**config.mk**
```make
export PLATFORM = sky130hd
export DESIGN_NAME = biquad_bandpass_filter_flat
export DESIGN_NICKNAME = d
export VERILOG_FILES = /design/src/sv/bqbp_pkg.sv /design/src/sv/bqbp_if.sv /design/src/sv/biquad_bandpass_filter.sv /design/src/flat_wrapper.sv
export SDC_FILE = /design/constraint.sdc
export NUM_CORES = 2
export LEC_CHECK = 0
export BUFFER_PORTS_ARGS = -buffer_cell sky130_fd_sc_hd__buf_2
export CAP_MARGIN = 10
export CELL_PAD_IN_SITES_DETAIL_PLACEMENT = 1
export CELL_PAD_IN_SITES_GLOBAL_PLACEMENT = 2
export CORE_ASPECT_RATIO = 1.1
export CORE_MARGIN = 8
export CORE_UTILIZATION = 43
export CTS_CLUSTER_SIZE = 24
export DETAILED_ROUTE_END_ITERATION = 10
export PLACE_DENSITY = 0.83
export REMOVE_ABC_BUFFERS = 1
export SETUP_SLACK_MARGIN = 0.3
export SLEW_MARGIN = 20
export SYNTH_ARGS = -nofsm -noshare
export SYNTH_HDL_FRONTEND = slang
export SYNTH_SLANG_ARGS = --single-unit
```
**constraint.sdc**
```tcl
create_clock -name clk_i -period 12.4 [get_ports clk_i]
set_input_delay 0.62 -clock clk_i [delete_from_list [all_inputs] [get_ports clk_i]]
set_output_delay 0.62 -clock clk_i [all_outputs]
set_load 0.005 [all_outputs]
```
**src/sv/bqbp_pkg.sv**
```systemverilog
// Shared types, widths and register codes for the band-pass biquad block.
`timescale 1ns / 1ps

package bqbp_pkg;

  localparam int unsigned SampleWidth = 24;
  localparam int unsigned CoefWidth   = 26;
  localparam int unsigned GainWidth   = 24;
  localparam int unsigned DelayWidth  = 32;
  localparam int unsigned CfgIdxWidth = 2;

  localparam logic [GainWidth-1:0] GainReset = 24'd1048576;

  typedef logic signed [SampleWidth-1:0] sample_t;
  typedef logic signed [CoefWidth-1:0]   coef_t;
  typedef logic        [GainWidth-1:0]   gain_t;
  typedef logic signed [DelayWidth-1:0]  delay_t;
  typedef logic        [CoefWidth-1:0]   cfg_data_t;

  typedef enum logic [CfgIdxWidth-1:0] {
    REG_COEF_A1  = 2'd0,
    REG_COEF_A2  = 2'd1,
    REG_COEF_B0  = 2'd2,
    REG_OUT_GAIN = 2'd3
  } cfg_reg_e;

endpackage

```
**src/sv/bqbp_if.sv**
```systemverilog
// Handshake channel interfaces for samples in, samples out and register writes.
`timescale 1ns / 1ps

interface bqbp_in_if;
  logic             valid;
  logic             ready;
  bqbp_pkg::sample_t sample_in;

  modport source (output valid, output sample_in, input ready);
  modport sink   (input valid, input sample_in, output ready);
endinterface

interface bqbp_out_if;
  logic             valid;
  logic             ready;
  bqbp_pkg::sample_t sample_out;
  logic             clipped;

  modport source (output valid, output sample_out, output clipped, input ready);
  modport sink   (input valid, input sample_out, input clipped, output ready);
endinterface

interface bqbp_cfg_if;
  logic                 valid;
  logic                 ready;
  bqbp_pkg::cfg_reg_e   index;
  bqbp_pkg::cfg_data_t  data;

  modport source (output valid, output index, output data, input ready);
  modport sink   (input valid, input index, input data, output ready);
endinterface

```
**src/sv/biquad_bandpass_filter.sv**
```systemverilog
// Band-pass biquad in direct form II with output gain, built on one shared multiplier.
`timescale 1ns / 1ps

// Usage
// in_i carries one signed Q1.23 sample per word; out_o returns one filtered word
// (sample_out and the clipped flag) for every sample taken. cfg_i writes the four
// coefficient and gain registers and is always ready; write it only while idle.
// Each sample runs through a sequencer that drives a single 38 x 26 bit signed
// multiplier four times (a1*w1, a2*w2, b0*(w - w2), v*gain), with a register
// after every product. A sample is taken in the idle state, and its word is loaded
// into the output register in the last step; in_i.ready is low until then, so a
// new sample is taken only after the last word has gone into the output register.
// A finished word sits in the output register, and the next sample is accepted
// meanwhile. If the receiver still holds off the earlier word when the next one
// is done, the sequencer waits in its last step until out_o is free.
// Reset clears both delay values, sets a1, a2 and b0 to zero and the gain to
// unity, and empties the output register.

module biquad_bandpass_filter (
  input  logic                clk_i,
  input  logic                rst_ni,
  bqbp_in_if.sink             in_i,
  bqbp_out_if.source          out_o,
  bqbp_cfg_if.sink            cfg_i
);

  typedef enum logic [3:0] {
    S_IDLE,
    S_MUL_A1,
    S_MUL_A2,
    S_ACC_A2,
    S_W_SAT,
    S_MUL_B0,
    S_V_RND,
    S_MUL_G,
    S_Y_OUT
  } state_e;

  localparam logic signed [60:0] RoundW = 61'sd2097152;
  localparam logic signed [63:0] RoundV = 64'sd2097152;
  localparam logic signed [63:0] RoundY = 64'sd524288;

  state_e                state_q;
  bqbp_pkg::coef_t       coef_a1_q;
  bqbp_pkg::coef_t       coef_a2_q;
  bqbp_pkg::coef_t       coef_b0_q;
  bqbp_pkg::gain_t       out_gain_q;
  bqbp_pkg::delay_t      delay_one_q;
  bqbp_pkg::delay_t      delay_two_q;
  bqbp_pkg::delay_t      w_q;
  logic signed [60:0]    acc_q;
  logic signed [37:0]    v_q;
  logic signed [63:0]    prod_q;
  logic                  hit_q;
  logic                  out_valid_q;
  bqbp_pkg::sample_t     sample_out_q;
  logic                  clipped_q;

  logic signed [37:0]    mul_a;
  logic signed [25:0]    mul_b;
  logic signed [63:0]    prod_d;
  logic signed [60:0]    w_full;
  logic                  w_ovf;
  bqbp_pkg::delay_t      w_d;
  logic signed [63:0]    v_full;
  logic signed [63:0]    y_full;
  logic                  y_ovf;
  bqbp_pkg::sample_t     y_d;
  logic signed [32:0]    w_diff;
  logic                  out_free;

  assign cfg_i.ready      = 1'b1;
  assign in_i.ready       = (state_q == S_IDLE);
  assign out_o.valid      = out_valid_q;
  assign out_o.sample_out = sample_out_q;
  assign out_o.clipped    = clipped_q;
  assign out_free         = !out_valid_q || out_o.ready;

  // Operand selection for the shared multiplier.
  assign w_diff = 33'(w_q) - 33'(delay_two_q);

  always_comb begin
    unique case (state_q)
      S_MUL_A1: begin
        mul_a = 38'(delay_one_q);
        mul_b = coef_a1_q;
      end
      S_MUL_A2: begin
        mul_a = 38'(delay_two_q);
        mul_b = coef_a2_q;
      end
      S_MUL_B0: begin
        mul_a = 38'(w_diff);
        mul_b = coef_b0_q;
      end
      S_MUL_G: begin
        mul_a = v_q;
        mul_b = $signed({2'b00, out_gain_q});
      end
      default: begin
        mul_a = '0;
        mul_b = '0;
      end
    endcase
  end

  assign prod_d = mul_a * mul_b;

  // Feedback sum rounded to Q9.23 and clamped to the 32-bit delay range.
  assign w_full = (acc_q + RoundW) >>> 22;
  assign w_ovf  = !((&w_full[60:31]) || !(|w_full[60:31]));
  assign w_d    = w_ovf ? (w_full[60] ? 32'sh8000_0000 : 32'sh7FFF_FFFF) : w_full[31:0];

  assign v_full = (prod_q + RoundV) >>> 22;

  // Gained output rounded to Q1.23 and clamped to the sample range.
  assign y_full = (prod_q + RoundY) >>> 20;
  assign y_ovf  = !((&y_full[63:23]) || !(|y_full[63:23]));
  assign y_d    = y_ovf ? (y_full[63] ? 24'sh80_0000 : 24'sh7F_FFFF) : y_full[23:0];

  always_ff @(posedge clk_i or negedge rst_ni) begin
    if (!rst_ni) begin
      state_q     <= S_IDLE;
      coef_a1_q   <= '0;
      coef_a2_q   <= '0;
      coef_b0_q   <= '0;
      out_gain_q  <= bqbp_pkg::GainReset;
      delay_one_q <= '0;
      delay_two_q <= '0;
      out_valid_q <= 1'b0;
      hit_q       <= 1'b0;
    end else begin
      if (cfg_i.valid) begin
        unique case (cfg_i.index)
          bqbp_pkg::REG_COEF_A1:  coef_a1_q  <= cfg_i.data;
          bqbp_pkg::REG_COEF_A2:  coef_a2_q  <= cfg_i.data;
          bqbp_pkg::REG_COEF_B0:  coef_b0_q  <= cfg_i.data;
          bqbp_pkg::REG_OUT_GAIN: out_gain_q <= cfg_i.data[bqbp_pkg::GainWidth-1:0];
          default: ;
        endcase
      end

      // In the final step the output register is reloaded below instead.
      if (out_valid_q && out_o.ready && (state_q != S_Y_OUT)) begin
        out_valid_q <= 1'b0;
      end

      unique case (state_q)
        S_IDLE: begin
          if (in_i.valid) begin
            acc_q   <= {{15{in_i.sample_in[23]}}, in_i.sample_in, 22'b0};
            hit_q   <= 1'b0;
            state_q <= S_MUL_A1;
          end
        end
        S_MUL_A1: begin
          prod_q  <= prod_d;
          state_q <= S_MUL_A2;
        end
        S_MUL_A2: begin
          acc_q   <= acc_q - prod_q[60:0];
          prod_q  <= prod_d;
          state_q <= S_ACC_A2;
        end
        S_ACC_A2: begin
          acc_q   <= acc_q - prod_q[60:0];
          state_q <= S_W_SAT;
        end
        S_W_SAT: begin
          w_q     <= w_d;
          hit_q   <= w_ovf;
          state_q <= S_MUL_B0;
        end
        S_MUL_B0: begin
          prod_q  <= prod_d;
          state_q <= S_V_RND;
        end
        S_V_RND: begin
          v_q     <= v_full[37:0];
          state_q <= S_MUL_G;
        end
        S_MUL_G: begin
          prod_q  <= prod_d;
          state_q <= S_Y_OUT;
        end
        S_Y_OUT: begin
          if (out_free) begin
            sample_out_q <= y_d;
            clipped_q    <= hit_q || y_ovf;
            out_valid_q  <= 1'b1;
            delay_two_q  <= delay_one_q;
            delay_one_q  <= w_q;
            state_q      <= S_IDLE;
          end
        end
        default: state_q <= S_IDLE;
      endcase
    end
  end

`ifndef SYNTHESIS
  // A sample taken starts the sequence, so no second one can follow at once.
  a_busy_after_accept: assert property (@(posedge clk_i) disable iff (!rst_ni)
    in_i.valid && in_i.ready |=> !in_i.ready)
    else $error("input accepted again while the sequencer was busy");

  // A new word only appears out of the final step of the sequence.
  a_word_from_last_step: assert property (@(posedge clk_i) disable iff (!rst_ni)
    $rose(out_o.valid) |-> $past(state_q == S_Y_OUT))
    else $error("output word raised outside the final step");

  // The delay line only moves when a word is handed to the output register.
  a_delay_shift: assert property (@(posedge clk_i) disable iff (!rst_ni)
    !$stable(delay_two_q) |-> $past(state_q == S_Y_OUT) && out_o.valid)
    else $error("delay values changed without producing a word");
`endif

endmodule

```
**src/flat_wrapper.sv**
```systemverilog
// flat-port wrapper written by rule: the top's interface ports become plain ports
module biquad_bandpass_filter_flat 
  (clk_i, rst_ni, in_i_valid, in_i_sample_in, in_i_ready, out_o_valid, out_o_sample_out, out_o_clipped, out_o_ready, cfg_i_valid, cfg_i_index, cfg_i_data, cfg_i_ready);
  bqbp_in_if in_i_i ();
  bqbp_out_if out_o_i ();
  bqbp_cfg_if cfg_i_i ();
  input  logic clk_i;
  input  logic rst_ni;
  input wire logic [$bits(in_i_i.valid)-1:0] in_i_valid;
  input wire logic [$bits(in_i_i.sample_in)-1:0] in_i_sample_in;
  output wire logic [$bits(in_i_i.ready)-1:0] in_i_ready;
  output wire logic [$bits(out_o_i.valid)-1:0] out_o_valid;
  output wire logic [$bits(out_o_i.sample_out)-1:0] out_o_sample_out;
  output wire logic [$bits(out_o_i.clipped)-1:0] out_o_clipped;
  input wire logic [$bits(out_o_i.ready)-1:0] out_o_ready;
  input wire logic [$bits(cfg_i_i.valid)-1:0] cfg_i_valid;
  input wire logic [$bits(cfg_i_i.index)-1:0] cfg_i_index;
  input wire logic [$bits(cfg_i_i.data)-1:0] cfg_i_data;
  output wire logic [$bits(cfg_i_i.ready)-1:0] cfg_i_ready;
  assign in_i_i.valid = in_i_valid;
  assign in_i_i.sample_in = in_i_sample_in;
  assign in_i_ready = in_i_i.ready;
  assign out_o_valid = out_o_i.valid;
  assign out_o_sample_out = out_o_i.sample_out;
  assign out_o_clipped = out_o_i.clipped;
  assign out_o_i.ready = out_o_ready;
  assign cfg_i_i.valid = cfg_i_valid;
  assign cfg_i_i.index = cfg_i_index;
  assign cfg_i_i.data = cfg_i_data;
  assign cfg_i_ready = cfg_i_i.ready;
  biquad_bandpass_filter u_core (.clk_i(clk_i), .rst_ni(rst_ni), .in_i(in_i_i), .out_o(out_o_i), .cfg_i(cfg_i_i));
endmodule
```
Yosys cells after proc, flatten, opt, wreduce, memory -nomap -nowiden

Index checks and enable logic that the tools add are counted.

$add $sub $neg: 5
Multipliers: 1
Divide/modulo/power cells: 0
Magnitude comparators: 0
Equality and inequality tests: 14
Shift-type cells: 0
Mux-type cells: 16
Bitwise logic cells: 0
Reductions and logical operators: 33

Operators with widths:

| operator                                                              | number |
|---|---|
| 38-bit case mux with 4 select lines                                   | 1 |
| 61-bit case mux with 2 select lines                                   | 1 |
| 26-bit case mux with 4 select lines                                   | 1 |
| 64-bit by 21-bit adder with 64-bit output, second input constant      | 1 |
| 38-bit by 26-bit multiplier with 64-bit output                        | 1 |
| 32-bit two-way mux                                                    | 2 |
| 61-bit by 23-bit adder with 61-bit output, second input constant      | 1 |
| 61-bit two-way mux                                                    | 1 |
| 61-bit subtractor                                                     | 1 |
| 60-bit by 23-bit adder with 60-bit output, second input constant      | 1 |
| 24-bit two-way mux                                                    | 2 |
| 4-bit case mux with 9 select lines                                    | 1 |
| 32-bit by 32-bit subtractor with 33-bit output                        | 1 |
| 21-bit AND reduction                                                  | 1 |
| 21-bit OR reduction                                                   | 1 |
| 2-bit AND reduction                                                   | 10 |
| 4-bit by 3-bit equality test with 1-bit output, second input constant | 4 |
| 4-bit by 2-bit equality test with 1-bit output, second input constant | 2 |
| 4-bit two-way mux                                                     | 2 |
| 8-bit AND reduction                                                   | 1 |
| 8-bit OR reduction                                                    | 1 |
| 3-bit AND reduction                                                   | 2 |
| 1-bit logical NOT                                                     | 5 |
| 2-bit equality test, second input constant                            | 2 |
| other kinds (15)                                                      | 23 |

Bits in registers: 392
Bits in latches: 0
Bits in writable memories: 0
Memory bits (read-only): 0
Bits of input ports: 57
Output and inout bits: 28
Word-level logic and storage cells: 84
Memories: 0

Depth between registers and ports, before layout

Depth after elaboration: 6
Gate-level depth with buffers: 41
Depth with buffers taken out: 38

Worst setup path before layout

OpenSTA, ideal clock, no wires.

Kind: register to register
Start point: reg u_core.w_q[8]
End point: reg u_core.prod_q[59], data pin
Setup time: 0.259 ns
Arrival time: 9.273 ns
Data required time: 12.141 ns
Path slack: 2.868 ns
Stages on the path, launching flop included: 35
Buffers on the path: 2
Clock period less this slack: 9.532 ns
Cells stage by stage: edfxtp_1 ha_1 and2_1 and3_1 a32oi_1 a21boi_1 a21oi_1 o21a_1 o21a_1 o21a_1 o31ai_1 clkbuf_1 nand2_1 fa_1 inv_1 fa_1 fa_1 fa_1 fa_1 inv_1 fa_1 inv_1 fa_1 ha_1 clkbuf_2 nand4_2 a211oi_2 or4b_4 a2111oi_4 o31ai_2 o21ba_1 o21ai_4 a2111oi_1 or3_1 xnor2_1

Cells in the longest elaborated chain, start to end: 3

Ends and longest elaborated chain:

| item                                           | line                          | text |
|---|---|---|
| from (decl)                                    | biquad_bandpass_filter.sv:50  | `bqbp_pkg::delay_t w_q;` |
| from (signal assigned)                         | biquad_bandpass_filter.sv:170 | `w_q <= w_d;` |
| 32-bit by 32-bit subtractor with 33-bit output | biquad_bandpass_filter.sv:80  | `assign w_diff = 33'(w_q) - 33'(delay_two_q);` |
| 38-bit case mux with 4 select lines            | biquad_bandpass_filter.sv:83  | `unique case (state_q)` |
| 38-bit by 26-bit multiplier with 64-bit output | biquad_bandpass_filter.sv:107 | `assign prod_d = mul_a * mul_b;` |
| named net u_core.prod_d[59]                    | biquad_bandpass_filter.sv:61  | `logic signed [63:0] prod_d;` |
| to (signal assigned)                           | biquad_bandpass_filter.sv:157 | `prod_q <= prod_d;` |
| to (signal assigned)                           | biquad_bandpass_filter.sv:162 | `prod_q <= prod_d;` |
| to (signal assigned)                           | biquad_bandpass_filter.sv:175 | `prod_q <= prod_d;` |
| to (decl)                                      | biquad_bandpass_filter.sv:53  | `logic signed [63:0] prod_q;` |

The timed path passes the listed nets, and every way through them passes these cells.
A chain may end at the register's enable or synchronous reset.

Worst setup path in the final report

Start point: reg u_core.delay_two_q[0]
End point: reg u_core.prod_q[62], data pin

Cells in the longest elaborated chain, start to end: 3

Ends and longest elaborated chain:

| item                                               | line                          | text |
|---|---|---|
| from (decl)                                        | biquad_bandpass_filter.sv:49  | `bqbp_pkg::delay_t delay_two_q;` |
| from (signal assigned)                             | biquad_bandpass_filter.sv:191 | `delay_two_q <= delay_one_q;` |
| 32-bit by 32-bit subtractor with 33-bit output     | biquad_bandpass_filter.sv:80  |  |
| 38-bit case mux with 4 select lines (*)            | biquad_bandpass_filter.sv:83  |  |
| 38-bit by 26-bit multiplier with 64-bit output (*) | biquad_bandpass_filter.sv:107 |  |
| named net u_core.prod_d[62]                        | biquad_bandpass_filter.sv:61  |  |

Mark *: on every way through the listed nets, which the timed path passes. The rest lies on a longest branch.

==> flow_metrics.env <==
export IMPL_fin_crit_sh_pct=90.26
export IMPL_start_util_pct=43.25
export IMPL_tightest_slew_ps=1145
export IMPL_outcome="finished clean"
export IMPL_finalNonFillerCells=7632
export IMPL_synthCells=5956
export IMPL_setup_violations=0
export IMPL_dr_first_iter_drc_count=3195
export IMPL_overflow=0
export IMPL_worst_slack_ps=1207
export IMPL_maxSlewViolCount=0
export IMPL_via_per_inst=5.653
export IMPL_maxCapViolations=0
export IMPL_drive_gt1_share_pct=8.387
export IMPL_finalCriticalPeriod_ps=11190
export IMPL_grt_max_degree=68
export IMPL_dieWidth_um=361.1
export IMPL_drc_errors=0
export IMPL_clock_latency_ps=660
export IMPL_reg2reg_from="u_core.delay_two_q[0]$_DFFE_PN0P_"
export IMPL_relSlewSlack_pct=23.59
export IMPL_worstPathArrival_ps=11590
export IMPL_worst_r2r_cell_count=35
export IMPL_async_flop_share_pct=43.88
export IMPL_grt_antenna_before_repair=7
export IMPL_yosys_most_used_dff="edfxtp_1"
export IMPL_drtAntennaViolNets=0
export IMPL_layout_commonest_cell="inv_1"
export IMPL_post_drt_wl_per_cell_um=24.97
export IMPL_cts_root_buf="clkbuf_16"
export IMPL_tritoncts="built"
export IMPL_rsz0062_at_grt="no"
export IMPL_cts_htree_levels=2
export IMPL_fmax_ghz=0.08934
export IMPL_firstDrtPassIters=8
export IMPL_synth_edf_count=220
export IMPL_cts_setup_buffers=0
export IMPL_wirelength_mm=190.6
export IMPL_pre_cts_ws_ps=1344
export IMPL_grt_pass1_wl_mm=297.2
export IMPL_cpPeakStageDelay_ps=670
export IMPL_core_um2=130300
export IMPL_clock_sinks=392
export IMPL_reg2reg_to="u_core.prod_q[62]$_DFFE_PP_"
export IMPL_clk_path_buf_depth=3
export IMPL_vias=43140
export IMPL_path_buf_inv=6
export IMPL_rrSetupSlack_ps=1210
export IMPL_required_ps=12800
export IMPL_whs_ps=253.5
export IMPL_synth_area_um2=56350
export IMPL_grt_pass1_vias=48240
export IMPL_crit_fanout=53
export IMPL_avgSynthCellArea_um2=9.460
export IMPL_fin_skew_ps=42.72
export IMPL_ios=85
export IMPL_crit_type="reg -> reg"
export IMPL_cp_end_kind="flop"
export IMPL_synth_ff_latch_count=392
export IMPL_fin_nets=7220
export IMPL_crit_top_cell="fa_1"
export IMPL_synth_warnings=0
export IMPL_layout_common_cells="inv_1, fa_1, nand2_1"
export IMPL_hold_depth=3
export IMPL_ctsResizeCount=0
export IMPL_hold_class="in -> reg"
export IMPL_worst_hold_path_endpoint="u_core.acc_q[41]$_DFFE_PP_"
export IMPL_place_hpwl_mm=154.0
export IMPL_dieArea_um2=142900
export IMPL_seq_area_frac_synth_pct=19.37
export IMPL_startpoint_type="flop"
export IMPL_numCtsBuffers=49
export IMPL_synth_distinct_cells=99
export IMPL_die_h_um=395.7
export IMPL_gp_congestion=0.9365
export IMPL_hold_viol=0
export IMPL_std_cell_rows=139
export IMPL_syn2layout_area_growth_pct=7.135
export IMPL_grt_usage_pct=26.99
export IMPL_finalSetupTns_ps=0
export IMPL_crit_slowest_cell="o311ai_1"
export IMPL_path_delay_family="adder cells"
export IMPL_dpl_cell_count=7537
export IMPL_critPathLaunch="u_core.delay_two_q[0]$_DFFE_PN0P_"
export IMPL_hold_start="in_i_sample_in[19]"
export IMPL_io_buffers=83
export IMPL_clkSlewWorstSetupHoldPaths_ps=60
per-stage QoR:
step / area, µm² / util, %
5_1_grt: 60360 / 46.34
2_1_floorplan: 55200 / -
6_report: 60370 / 46.34
4_1_cts: 60340 / 46.32
3_3_place_gp: 58650 / 45.03
3_5_place_dp: 58670 / 45.04
state kept, by name, summed over array words and instances (netlist names):
name / flops
u_core.out_o.valid: 1
u_core.prod_q: 64
u_core.v_q: 38
u_core.out_o.sample_out: 24
u_core.out_o.clipped: 1
u_core.delay_one_q: 32
u_core.coef_a2_q: 26
u_core.acc_q: 61
u_core.coef_a1_q: 26
u_core.w_q: 32
u_core.hit_q: 1
u_core.out_gain_q: 24
u_core.state_q: 4
u_core.coef_b0_q: 26
u_core.delay_two_q: 32
logic make-up after synthesis:
logic type / synth area share [%]
and+or+nand+nor: 12.48
xor gates and xnor gates: 3.962
buffers and inverters: 9.546
adders and majority gates: 41.41
other: 0.006655
muxes: 3.762
DFF: 19.37
AOI/OAI and AO/OA: 9.464
cell usage after synthesis (all sizes together), types with 21 or more instances:
library cell / count / share of area [%]
and2: 57 / 0.63
clkbuf: 260 / 1.7
and4: 21 / 0.33
nand4: 59 / 0.68
o21bai: 28 / 0.37
buf: 31 / 0.30
mux2: 166 / 3.3
nor2b: 24 / 0.27
ha: 265 / 5.9
o21ai: 216 / 2.0
a222oi: 39 / 0.69
fa: 1000 / 36
xnor2: 174 / 2.7
nor2: 395 / 2.6
mux2i: 25 / 0.44
edfxtp: 220 / 12
dfrtp: 171 / 7.6
a21oi: 269 / 2.4
nor3: 52 / 0.50
a31oi: 29 / 0.32
nand3: 69 / 0.61
xor2: 80 / 1.2
a21o: 89 / 1.2
o21a: 45 / 0.60
nand2: 784 / 5.2
and3: 41 / 0.46
inv: 1127 / 7.5
nand2b: 29 / 0.32
worst register-to-register path, delay by kind of cell (launching register included):
| family | cells | cell delay (ps) |
|---|---|---|
| fa+ha+maj | 10 | 4370 |
| buf+inv | 6 | 800 |
| compound gates | 13 | 3790 |
| simple gates | 5 | 1480 |
| xor+xnor | 1 | 90 |
| flops | 1 | 420 |
layer usage:
layer | vias to the layer above | global-route usage, % | share of wire [%]
li1 | 18710 | - | -
met1 | 22770 | 34.42 | 40
met2 | 1254 | 46.19 | 49
met3 | 405 | 3.056 | 5.0
met4 | 0 | 12.20 | 5.4
met5 | - | 0 | 0
cell type report:
type	count	area (µm²)
Sequential cell	392	10910
Clock buffer	74	1455
Antenna cell	2	5.005
Multi-Input combinational cell	4145	40250
Timing Repair Buffer	182	1192
Tap cell	1692	2117
Inverter	1128	4234
Clock inverter	17	202.7
Fill cell	14660	69900
timing repair:
item                                   CTS  global route
setup endpoints to repair                0             0
endpoints found under the hold margin   45             0
hold buffers                             1             0
worst max path at each step:
stage | to | slack, ps | cells after the start
2_1_floorplan | u_core.prod_q[59]$_DFFE_PP_ | 130 | 26
3_3_place_gp | u_core.prod_q[51]$_DFFE_PP_ | 1610 | 32
3_5_place_dp | u_core.prod_q[62]$_DFFE_PP_ | 1340 | 35
4_1_cts | u_core.prod_q[62]$_DFFE_PP_ | 1300 | 35
5_1_grt | u_core.prod_q[62]$_DFFE_PP_ | 700 | 33
6_report | u_core.prod_q[62]$_DFFE_PP_ | 1210 | 35
Power is not shown: default switching activity piles up to over one toggle a cycle in this logic, so the estimate is an artifact.
